===== src/hw/rtl/sha_pkg.sv =====
`timescale 1ns / 1ps
package sha_pkg;
    localparam int unsigned BlockBytes = 64;
    localparam int unsigned Rounds = 64;

    typedef logic [31:0] t_word;

    typedef struct packed {
        logic load_byte;
        logic load_pad;
        logic load_len;
        logic zero_fill;
        logic start;
        logic restart;
    } t_cmd;

    typedef struct packed {
        logic busy;
        logic block_full;
        logic [5:0] fill;
    } t_status;

    function automatic t_word round_k(input logic [5:0] i);
        t_word k;
        case (i)
            6'd0: k = 32'h428a2f98; 6'd1: k = 32'h71374491; 6'd2: k = 32'hb5c0fbcf;
            6'd3: k = 32'he9b5dba5; 6'd4: k = 32'h3956c25b; 6'd5: k = 32'h59f111f1;
            6'd6: k = 32'h923f82a4; 6'd7: k = 32'hab1c5ed5; 6'd8: k = 32'hd807aa98;
            6'd9: k = 32'h12835b01; 6'd10: k = 32'h243185be; 6'd11: k = 32'h550c7dc3;
            6'd12: k = 32'h72be5d74; 6'd13: k = 32'h80deb1fe; 6'd14: k = 32'h9bdc06a7;
            6'd15: k = 32'hc19bf174; 6'd16: k = 32'he49b69c1; 6'd17: k = 32'hefbe4786;
            6'd18: k = 32'h0fc19dc6; 6'd19: k = 32'h240ca1cc; 6'd20: k = 32'h2de92c6f;
            6'd21: k = 32'h4a7484aa; 6'd22: k = 32'h5cb0a9dc; 6'd23: k = 32'h76f988da;
            6'd24: k = 32'h983e5152; 6'd25: k = 32'ha831c66d; 6'd26: k = 32'hb00327c8;
            6'd27: k = 32'hbf597fc7; 6'd28: k = 32'hc6e00bf3; 6'd29: k = 32'hd5a79147;
            6'd30: k = 32'h06ca6351; 6'd31: k = 32'h14292967; 6'd32: k = 32'h27b70a85;
            6'd33: k = 32'h2e1b2138; 6'd34: k = 32'h4d2c6dfc; 6'd35: k = 32'h53380d13;
            6'd36: k = 32'h650a7354; 6'd37: k = 32'h766a0abb; 6'd38: k = 32'h81c2c92e;
            6'd39: k = 32'h92722c85; 6'd40: k = 32'ha2bfe8a1; 6'd41: k = 32'ha81a664b;
            6'd42: k = 32'hc24b8b70; 6'd43: k = 32'hc76c51a3; 6'd44: k = 32'hd192e819;
            6'd45: k = 32'hd6990624; 6'd46: k = 32'hf40e3585; 6'd47: k = 32'h106aa070;
            6'd48: k = 32'h19a4c116; 6'd49: k = 32'h1e376c08; 6'd50: k = 32'h2748774c;
            6'd51: k = 32'h34b0bcb5; 6'd52: k = 32'h391c0cb3; 6'd53: k = 32'h4ed8aa4a;
            6'd54: k = 32'h5b9cca4f; 6'd55: k = 32'h682e6ff3; 6'd56: k = 32'h748f82ee;
            6'd57: k = 32'h78a5636f; 6'd58: k = 32'h84c87814; 6'd59: k = 32'h8cc70208;
            6'd60: k = 32'h90befffa; 6'd61: k = 32'ha4506ceb; 6'd62: k = 32'hbef9a3f7;
            default: k = 32'hc67178f2;
        endcase
        return k;
    endfunction

    function automatic t_word init_hash(input logic [2:0] i);
        t_word h;
        case (i)
            3'd0: h = 32'h6a09e667; 3'd1: h = 32'hbb67ae85;
            3'd2: h = 32'h3c6ef372; 3'd3: h = 32'ha54ff53a;
            3'd4: h = 32'h510e527f; 3'd5: h = 32'h9b05688c;
            3'd6: h = 32'h1f83d9ab;
            default: h = 32'h5be0cd19;
        endcase
        return h;
    endfunction
endpackage


===== src/hw/rtl/sha_if.sv =====
`timescale 1ns / 1ps
interface sha_in_if;
    logic       valid;
    logic       ready;
    logic [7:0] data_byte;
    logic       byte_valid;
    logic       end_of_message;
    modport source (output valid, data_byte, byte_valid, end_of_message, input ready);
    modport sink (input valid, data_byte, byte_valid, end_of_message, output ready);
endinterface

interface sha_out_if;
    logic        valid;
    logic        ready;
    logic [31:0] digest_word;
    logic [2:0]  word_index;
    logic        last_word;
    modport source (output valid, digest_word, word_index, last_word, input ready);
    modport sink (input valid, digest_word, word_index, last_word, output ready);
endinterface


===== src/hw/rtl/sha_datapath.sv =====
`timescale 1ns / 1ps
module sha_datapath
    import sha_pkg::*;
(
    input  logic       i_clk,
    input  logic       i_rst_n,
    input  t_cmd       i_cmd,
    input  logic [7:0] i_byte,
    input  logic [2:0] i_word_sel,
    output t_status    o_status,
    output t_word      o_word
);
    logic [5:0]  r_fill;
    logic [63:0] r_bits;
    t_word       r_h [8];
    t_word       r_v [8];
    t_word       r_w [16];
    logic [5:0]  r_round;
    logic        r_busy;
    logic        r_full;

    t_word s0, s1, wn, t1, t2, e, a, wcur;
    logic       wr_en;
    logic [7:0] wr_byte;

    always_comb begin
        e = r_v[4];
        a = r_v[0];
        wcur = r_w[0];
        s0 = {r_w[1][6:0], r_w[1][31:7]} ^ {r_w[1][17:0], r_w[1][31:18]} ^ (r_w[1] >> 3);
        s1 = {r_w[14][16:0], r_w[14][31:17]} ^ {r_w[14][18:0], r_w[14][31:19]}
            ^ (r_w[14] >> 10);
        wn = s1 + r_w[9] + s0 + r_w[0];
        t1 = r_v[7] + ({e[5:0], e[31:6]} ^ {e[10:0], e[31:11]} ^ {e[24:0], e[31:25]})
            + ((e & r_v[5]) ^ (~e & r_v[6])) + round_k(r_round) + wcur;
        t2 = ({a[1:0], a[31:2]} ^ {a[12:0], a[31:13]} ^ {a[21:0], a[31:22]})
            + ((a & r_v[1]) ^ (a & r_v[2]) ^ (r_v[1] & r_v[2]));
        wr_en = i_cmd.load_byte || i_cmd.load_pad || i_cmd.zero_fill || i_cmd.load_len;
        if (i_cmd.load_byte) wr_byte = i_byte;
        else if (i_cmd.load_pad) wr_byte = 8'h80;
        else if (i_cmd.load_len) wr_byte = r_bits[{~r_fill[2:0], 3'b000} +: 8];
        else wr_byte = 8'h00;
    end

    // block bytes shift into the schedule words, first byte ends up in the top of r_w[0]
    always_ff @(posedge i_clk) begin
        if (!i_rst_n) begin
            r_fill  <= '0;
            r_bits  <= '0;
            r_busy  <= 1'b0;
            r_full  <= 1'b0;
            r_round <= '0;
            for (int i = 0; i < 8; i++) r_h[i] <= init_hash(3'(i));
        end else begin
            r_full <= wr_en && (r_fill == 6'd63);
            if (i_cmd.restart) begin
                r_fill <= '0;
                r_bits <= '0;
                for (int i = 0; i < 8; i++) r_h[i] <= init_hash(3'(i));
            end else if (wr_en) begin
                for (int i = 0; i < 15; i++) r_w[i] <= {r_w[i][23:0], r_w[i + 1][31:24]};
                r_w[15] <= {r_w[15][23:0], wr_byte};
                r_fill <= r_fill + 6'd1;
                if (i_cmd.load_byte) r_bits <= r_bits + 64'd8;
            end else if (i_cmd.start) begin
                for (int i = 0; i < 8; i++) r_v[i] <= r_h[i];
                r_round <= '0;
                r_busy  <= 1'b1;
            end else if (r_busy) begin
                for (int i = 0; i < 15; i++) r_w[i] <= r_w[i + 1];
                r_w[15] <= wn;
                r_v[7] <= r_v[6]; r_v[6] <= r_v[5]; r_v[5] <= r_v[4];
                r_v[4] <= r_v[3] + t1;
                r_v[3] <= r_v[2]; r_v[2] <= r_v[1]; r_v[1] <= r_v[0];
                r_v[0] <= t1 + t2;
                r_round <= r_round + 6'd1;
                if (r_round == 6'(Rounds - 1)) begin
                    r_busy <= 1'b0;
                    r_h[0] <= r_h[0] + t1 + t2;
                    r_h[1] <= r_h[1] + r_v[0];
                    r_h[2] <= r_h[2] + r_v[1];
                    r_h[3] <= r_h[3] + r_v[2];
                    r_h[4] <= r_h[4] + r_v[3] + t1;
                    r_h[5] <= r_h[5] + r_v[4];
                    r_h[6] <= r_h[6] + r_v[5];
                    r_h[7] <= r_h[7] + r_v[6];
                end
            end
        end
    end

    assign o_status.busy = r_busy;
    assign o_status.block_full = r_full;
    assign o_status.fill = r_fill;
    assign o_word = r_h[i_word_sel];
endmodule


===== src/hw/rtl/sha_ctrl.sv =====
`timescale 1ns / 1ps
module sha_ctrl
    import sha_pkg::*;
(
    input  logic       i_clk,
    input  logic       i_rst_n,
    sha_in_if.sink     in_ch,
    sha_out_if.source  out_ch,
    input  t_status    i_status,
    input  t_word      i_word,
    output t_cmd       o_cmd,
    output logic [2:0] o_word_sel
);
    typedef enum logic [2:0] {
        S_IDLE, S_CHECK, S_PAD, S_FILL, S_WAIT, S_OUT
    } t_state;

    t_state     r_state;
    logic       r_last;
    logic       r_final;
    logic       r_padded;
    logic [2:0] r_idx;
    logic       r_ovalid;
    t_word      r_oword;
    logic       acc;
    logic       out_acc;

    assign in_ch.ready = (r_state == S_IDLE);
    assign acc = in_ch.valid && in_ch.ready;
    assign out_acc = r_ovalid && out_ch.ready;
    assign o_word_sel = r_ovalid ? r_idx + 3'd1 : r_idx;

    always_comb begin
        o_cmd = '0;
        o_cmd.load_byte = acc && in_ch.byte_valid;
        case (r_state)
            S_CHECK: o_cmd.start = i_status.block_full;
            S_PAD:   o_cmd.load_pad = 1'b1;
            S_FILL: begin
                if (i_status.block_full) o_cmd.start = 1'b1;
                else if (r_final || i_status.fill == 6'd56) o_cmd.load_len = 1'b1;
                else o_cmd.zero_fill = 1'b1;
            end
            S_OUT:   o_cmd.restart = out_acc && r_idx == 3'd7;
            default: ;
        endcase
    end

    always_ff @(posedge i_clk) begin
        if (!i_rst_n) begin
            r_state  <= S_IDLE;
            r_last   <= 1'b0;
            r_final  <= 1'b0;
            r_padded <= 1'b0;
            r_idx    <= '0;
            r_ovalid <= 1'b0;
        end else begin
            case (r_state)
                S_IDLE: if (acc) begin
                    r_last <= in_ch.end_of_message;
                    if (in_ch.byte_valid || in_ch.end_of_message) r_state <= S_CHECK;
                end
                S_CHECK: begin
                    if (i_status.block_full) r_state <= S_WAIT;
                    else if (r_last) r_state <= S_PAD;
                    else r_state <= S_IDLE;
                end
                S_PAD: begin
                    r_padded <= 1'b1;
                    r_state  <= S_FILL;
                end
                S_FILL: begin
                    if (i_status.block_full) r_state <= S_WAIT;
                    else if (i_status.fill == 6'd56) r_final <= 1'b1;
                end
                S_WAIT: if (!i_status.busy) begin
                    if (r_final) r_state <= S_OUT;
                    else if (!r_last) r_state <= S_IDLE;
                    else if (r_padded) r_state <= S_FILL;
                    else r_state <= S_PAD;
                end
                S_OUT: begin
                    if (out_acc && r_idx == 3'd7) begin
                        r_ovalid <= 1'b0;
                        r_idx    <= '0;
                        r_last   <= 1'b0;
                        r_final  <= 1'b0;
                        r_padded <= 1'b0;
                        r_state  <= S_IDLE;
                    end else if (!r_ovalid || out_ch.ready) begin
                        r_ovalid <= 1'b1;
                        r_oword  <= i_word;
                        if (r_ovalid) r_idx <= r_idx + 3'd1;
                    end
                end
                default: r_state <= S_IDLE;
            endcase
        end
    end

    assign out_ch.valid = r_ovalid;
    assign out_ch.digest_word = r_oword;
    assign out_ch.word_index = r_idx;
    assign out_ch.last_word = (r_idx == 3'd7);
endmodule


===== src/hw/rtl/sha256_stream_hasher_top.sv =====
`timescale 1ns / 1ps
// Channel  Dir  Payload
// in_ch    in   data_byte[7:0], byte_valid, end_of_message
// out_ch   out  digest_word[31:0], word_index[2:0], last_word
// A byte transfer passes through a check state before the next byte is taken; each full block then
// holds input for the compression loop, which runs one round per cycle.
// End of message adds padding writes, one or two compressions and eight output transfers.
// Reset is synchronous, active low. Output stalls hold the digest word in its register.
module sha256_stream_hasher_top
    import sha_pkg::*;
(
    input  logic      i_clk,
    input  logic      i_rst_n,
    sha_in_if.sink    in_ch,
    sha_out_if.source out_ch
);
    t_cmd       cmd;
    t_status    status;
    t_word      word;
    logic [2:0] word_sel;

    sha_ctrl u_ctrl (
        .i_clk(i_clk), .i_rst_n(i_rst_n), .in_ch(in_ch), .out_ch(out_ch),
        .i_status(status), .i_word(word), .o_cmd(cmd), .o_word_sel(word_sel)
    );

    sha_datapath u_dp (
        .i_clk(i_clk), .i_rst_n(i_rst_n), .i_cmd(cmd), .i_byte(in_ch.data_byte),
        .i_word_sel(word_sel), .o_status(status), .o_word(word)
    );
endmodule


===== src/flat_wrapper.sv =====
// flat-port wrapper written by rule: the top's interface ports become plain ports
module sha256_stream_hasher_top_flat import sha_pkg::*;
  (i_clk, i_rst_n, in_ch_valid, in_ch_data_byte, in_ch_byte_valid, in_ch_end_of_message, in_ch_ready, out_ch_valid, out_ch_digest_word, out_ch_word_index, out_ch_last_word, out_ch_ready);
  sha_in_if in_ch_i ();
  sha_out_if out_ch_i ();
  input  logic i_clk;
  input  logic i_rst_n;
  input wire logic [$bits(in_ch_i.valid)-1:0] in_ch_valid;
  input wire logic [$bits(in_ch_i.data_byte)-1:0] in_ch_data_byte;
  input wire logic [$bits(in_ch_i.byte_valid)-1:0] in_ch_byte_valid;
  input wire logic [$bits(in_ch_i.end_of_message)-1:0] in_ch_end_of_message;
  output wire logic [$bits(in_ch_i.ready)-1:0] in_ch_ready;
  output wire logic [$bits(out_ch_i.valid)-1:0] out_ch_valid;
  output wire logic [$bits(out_ch_i.digest_word)-1:0] out_ch_digest_word;
  output wire logic [$bits(out_ch_i.word_index)-1:0] out_ch_word_index;
  output wire logic [$bits(out_ch_i.last_word)-1:0] out_ch_last_word;
  input wire logic [$bits(out_ch_i.ready)-1:0] out_ch_ready;
  assign in_ch_i.valid = in_ch_valid;
  assign in_ch_i.data_byte = in_ch_data_byte;
  assign in_ch_i.byte_valid = in_ch_byte_valid;
  assign in_ch_i.end_of_message = in_ch_end_of_message;
  assign in_ch_ready = in_ch_i.ready;
  assign out_ch_valid = out_ch_i.valid;
  assign out_ch_digest_word = out_ch_i.digest_word;
  assign out_ch_word_index = out_ch_i.word_index;
  assign out_ch_last_word = out_ch_i.last_word;
  assign out_ch_i.ready = out_ch_ready;
  sha256_stream_hasher_top u_core (.i_clk(i_clk), .i_rst_n(i_rst_n), .in_ch(in_ch_i), .out_ch(out_ch_i));
endmodule

===== config.mk =====
export PLATFORM = sky130hd
export DESIGN_NAME = sha256_stream_hasher_top_flat
export DESIGN_NICKNAME = d
export VERILOG_FILES = /design/src/hw/rtl/sha_pkg.sv /design/src/hw/rtl/sha_if.sv /design/src/hw/rtl/sha_datapath.sv /design/src/hw/rtl/sha_ctrl.sv /design/src/hw/rtl/sha256_stream_hasher_top.sv /design/src/flat_wrapper.sv
export SDC_FILE = /design/constraint.sdc
export NUM_CORES = 2
export LEC_CHECK = 0
export ABC_AREA = 1
export BUFFER_PORTS_ARGS = -buffer_cell sky130_fd_sc_hd__buf_2
export CORE_UTILIZATION = 65
export CTS_CLUSTER_SIZE = 12
export DETAILED_ROUTE_END_ITERATION = 7
export PLACE_DENSITY = 0.82
export REMOVE_ABC_BUFFERS = 1
export SLEW_MARGIN = 20
export SYNTH_ARGS = -nofsm -noshare
export SYNTH_HDL_FRONTEND = slang
export SYNTH_SLANG_ARGS = --single-unit

===== constraint.sdc =====
create_clock -name i_clk -period 20.3 [get_ports i_clk]
set_input_delay 4.06 -clock i_clk [delete_from_list [all_inputs] [get_ports i_clk]]
set_output_delay 4.06 -clock i_clk [all_outputs]
set_load 0.005 [all_outputs]

==> impl_results.md <==
- Share of post-route cells with drive strength above 1: 0.0426
- GRT Total Usage: 0.439
- Fillers: 9541
- Number of synthesized flops with an enable pin: 1024
- Max cap viols: 0
- Core Footprint: 124000 um^2
- Post-Synth XOR/XNOR Area: 0.0483
- Drt drc: 5
- Syn Std Cell Area: 81900 um^2
- Die width: 357 um
- Largest net degree at the start of global routing: 200
- GPL Wtd Cong: 1.11
- Worst hold-check path type: reg2reg
- Vias per cell: 6.31
- Final Hold Vio Count: 0
- Combinational family with the most area after synthesis: simple AND/OR/NAND/NOR gates
- Predominant post-synthesis flop cell: edfxtp_1
- Number of antenna violations at the first check in global routing: 11
- Post-synthesis mux area share: 0
- Post-Syn Instances: 10000
- Sink Count: 1173
- CTS H-tree lvls: 4
- Final count of negative-setup-slack endpoints: 0
- FP Rows: 129
- Slew margin rel.: 0.196
- Synth warn: 0
- Slew Limit Fails: 0
- Area share of and/or/nand/nor cells after synthesis: 0.190
- Setup bufs post-CTS: 0
- CP startpoint: in_ch_valid
- Leakage: 37.8 nW
- DRT antenna net count: 0
- Outcome: complete, but fails checks
- Post-synth top area share: 0.375
- FFs w/ async S/R, synth: 0
- Syn_area_per_cell: 8.17 um^2
- Met1 Wirelength: 99.5 mm
- CTS Root Cell: clkbuf_16
- Port Buf Inserts: 51
- PwrDens: 74.0 nW/um^2
- RSZ-0062 raised after global routing: no
- GRT Residual Overflow: 0
- Synth Area in Adders: 0.121
- Synth area leaders: edfxtp_1 38%, nand2_1 12%, ha_1 6.6%
- Synth Area in Compound Gates: 0.146
- Num CTS Buffers: 132
- Full die area: 127000 um^2
- Vias in the first global route: 71300
- Synthesis-to-finish area growth: 6.74%
- Worst Skew: 50.3 ps
- WL final: 283 mm
- Worst Hold Launch: u_core.u_dp.r_fill[4]
- R2r startpoint: u_core.u_dp.r_v[0][156]
- Setup TNS: 0 ps
- Worst Tran Pin Value: 1210 ps
- Min cycle time layout: 8730 ps
- Clk pin slew, worst setup/hold paths: 60 ps
- Met3 WL post-DR: 30.1 mm
- Sequential area share after synthesis: 0.412
- Ratio of final minimum period to clock period: 0.430
- Worst EP required: 20710 ps
- Crit path launch type: input port
- Via count: 73400
- Register area: 33700 um^2
- Fin nets: 10600
- Post-synth top area cell: edfxtp_1
- Worst skew pair latency: 810 ps
- Hpwl dp: 212 mm
- Crit. End Element: flip-flop
- Cts-stage hold buffer count: 0
- Max layer used: met5
- Yosys cell types: 67
- DR iter-0 viols: 10400
- Multi-input logic area: 41500 um^2
- Met2 WL: 128 mm
- 1st-pass router iterations: 8
- Critical Path Fanout Max: 121
- Resized Gates After CTS: 0
- WHS: 484 ps
- Critical path class: in2reg
- WL/cell: 24.4 um
- Maximum VDD drop: 0.0901 mV
- Placement Setup Slack: 10920 ps
- # IOs: 52
- FMAX: 114 MHz
- CP Data Arrival Time: 9150 ps
- Failing checks: design-rule violations
- Die Span Y: 357 um
- #FFs+latches synth: 1173
- Starting Density: 0.659
- Clk buf depth: 3
- CTS tree: done
- First-pass GRT wire length: 420 mm
- Final worst setup slack: 11570 ps
flip-flops by register name, summed over array words and instances (netlist names), 3 cells and up, named ones only:
register and cells:
u_core.u_ctrl.out_ch.digest_word 32, u_core.u_ctrl.out_ch.word_index 3, u_core.u_ctrl.r_state 3, u_core.u_dp.r_bits 61, u_core.u_dp.r_fill 6, u_core.u_dp.r_h 256, u_core.u_dp.r_round 6, u_core.u_dp.r_v 256
u_core.u_dp.r_w 512
stage by stage:
| step | power [mW] | cell area (um^2) | utilization | instances |
|---|---|---|---|---|
| final | 6.47 | 87400 | 0.704 | 11600 |
| after detailed placement | 4.04 | 83200 | 0.669 | 11400 |
| after global placement | 4.00 | 83200 | 0.669 | 11400 |
| after global routing | 6.68 | 87400 | 0.703 | 11600 |
| after floorplan | 3.69 | 80300 | - | 9654 |
| after CTS | 6.42 | 87400 | 0.703 | 11600 |
routing by layer:
layer / global-route usage / up-vias
met2: 0.698 / 4681
met4: 0.332 / 8
met1: 0.526 / 34400
met5: 0 / -
li1: - / 33200
met3: 0.0918 / 1137
cells in the mapped netlist (6+ instances only):
library cell,instances
inv_1,1359
xor2_1,245
xnor2_1,207
o21bai_1,40
o31ai_1,10
nor2_1,527
nor2_2,10
nor3_1,108
o21a_1,31
o22ai_1,46
o211ai_1,99
ha_1,430
a221oi_1,14
nor2_4,8
o2111ai_1,6
fa_1,215
a21oi_1,676
a21o_1,49
buf_1,12
nand3_1,335
a21boi_0,10
or2_2,69
a31oi_1,84
o21ai_1,57
nand2_2,12
a211oi_1,7
nor4_1,32
nand2_1,2581
nand4_1,86
inv_2,21
o21ai_0,986
buf_4,6
edfxtp_1,1024
buf_2,79
clkbuf_1,276
o221ai_1,23
maj3_1,21
nand3b_1,18
dfxtp_1,149
final cells by class:
class / instances / area share
diodes: 3 / 0.0000859
flip-flops and latches: 1173 / 0.386
multi-input cells: 7098 / 0.474
repair buffers: 106 / 0.00798
clock inverters: 53 / 0.00853
clock buffers: 175 / 0.0402
well taps: 1637 / 0.0234
inverters: 1383 / 0.0595
power breakdown:
group / leakage [nW] / internal (mW) / switching [mW] / total (mW)
logic: 25.1 / 0.424 / 0.832 / 1.26
registers: 10.7 / 2.72 / 0.0747 / 2.79
clock network: 2.04 / 1.34 / 1.08 / 2.42
total: 37.8 / 4.48 / 1.99 / 6.47
worst max-delay path, stage by stage:
cell,delay (ps)
buf_2,120
nand3_2,70
buf_4,260
nand2_2,130
nor2_4,170
nand2_4,80
inv_2,90
nand3_2,100
nor2_4,220
inv_8,220
nand2_4,750
buf_4,780
buf_4,780
buf_4,990
cell families after synthesis:
logic type / after synthesis
XOR/XNOR: 452
flip-flops: 1173
adder cells (fa/ha/maj): 666
buffers and inverters: 1761
AO/OA/AOI/OAI: 2175
AND/OR/NAND/NOR: 3805
placed cells by master, fill, tap and decap left out, drive strengths merged, types with 21 or more instances in the layout:
cell and count:
a21o 49, a21oi 676, a31oi 84, buf 106
clkbuf 175, clkinv 42, dfxtp 149, edfxtp 1024
fa 215, ha 430, inv 1385, maj3 21
nand2 2595, nand3 338, nand4 86, nor2 545
nor3 110, nor4 32, o211ai 100, o21a 31
o21ai 1043, o21bai 40, o221ai 23, o22ai 46
or2 70, xnor2 207, xor2 245
final timing paths:
kind,to,slack [ps],depth (start not counted)
worst max-delay path,u_core.u_dp.r_w[1][84],11570,14
worst min-delay path,u_core.u_dp.r_fill[4],480,2
worst max register to register,u_core.u_dp.r_h[4][23],12280,28
worst min register to register,u_core.u_dp.r_fill[4],480,2
(Power assumes the default switching activity.)
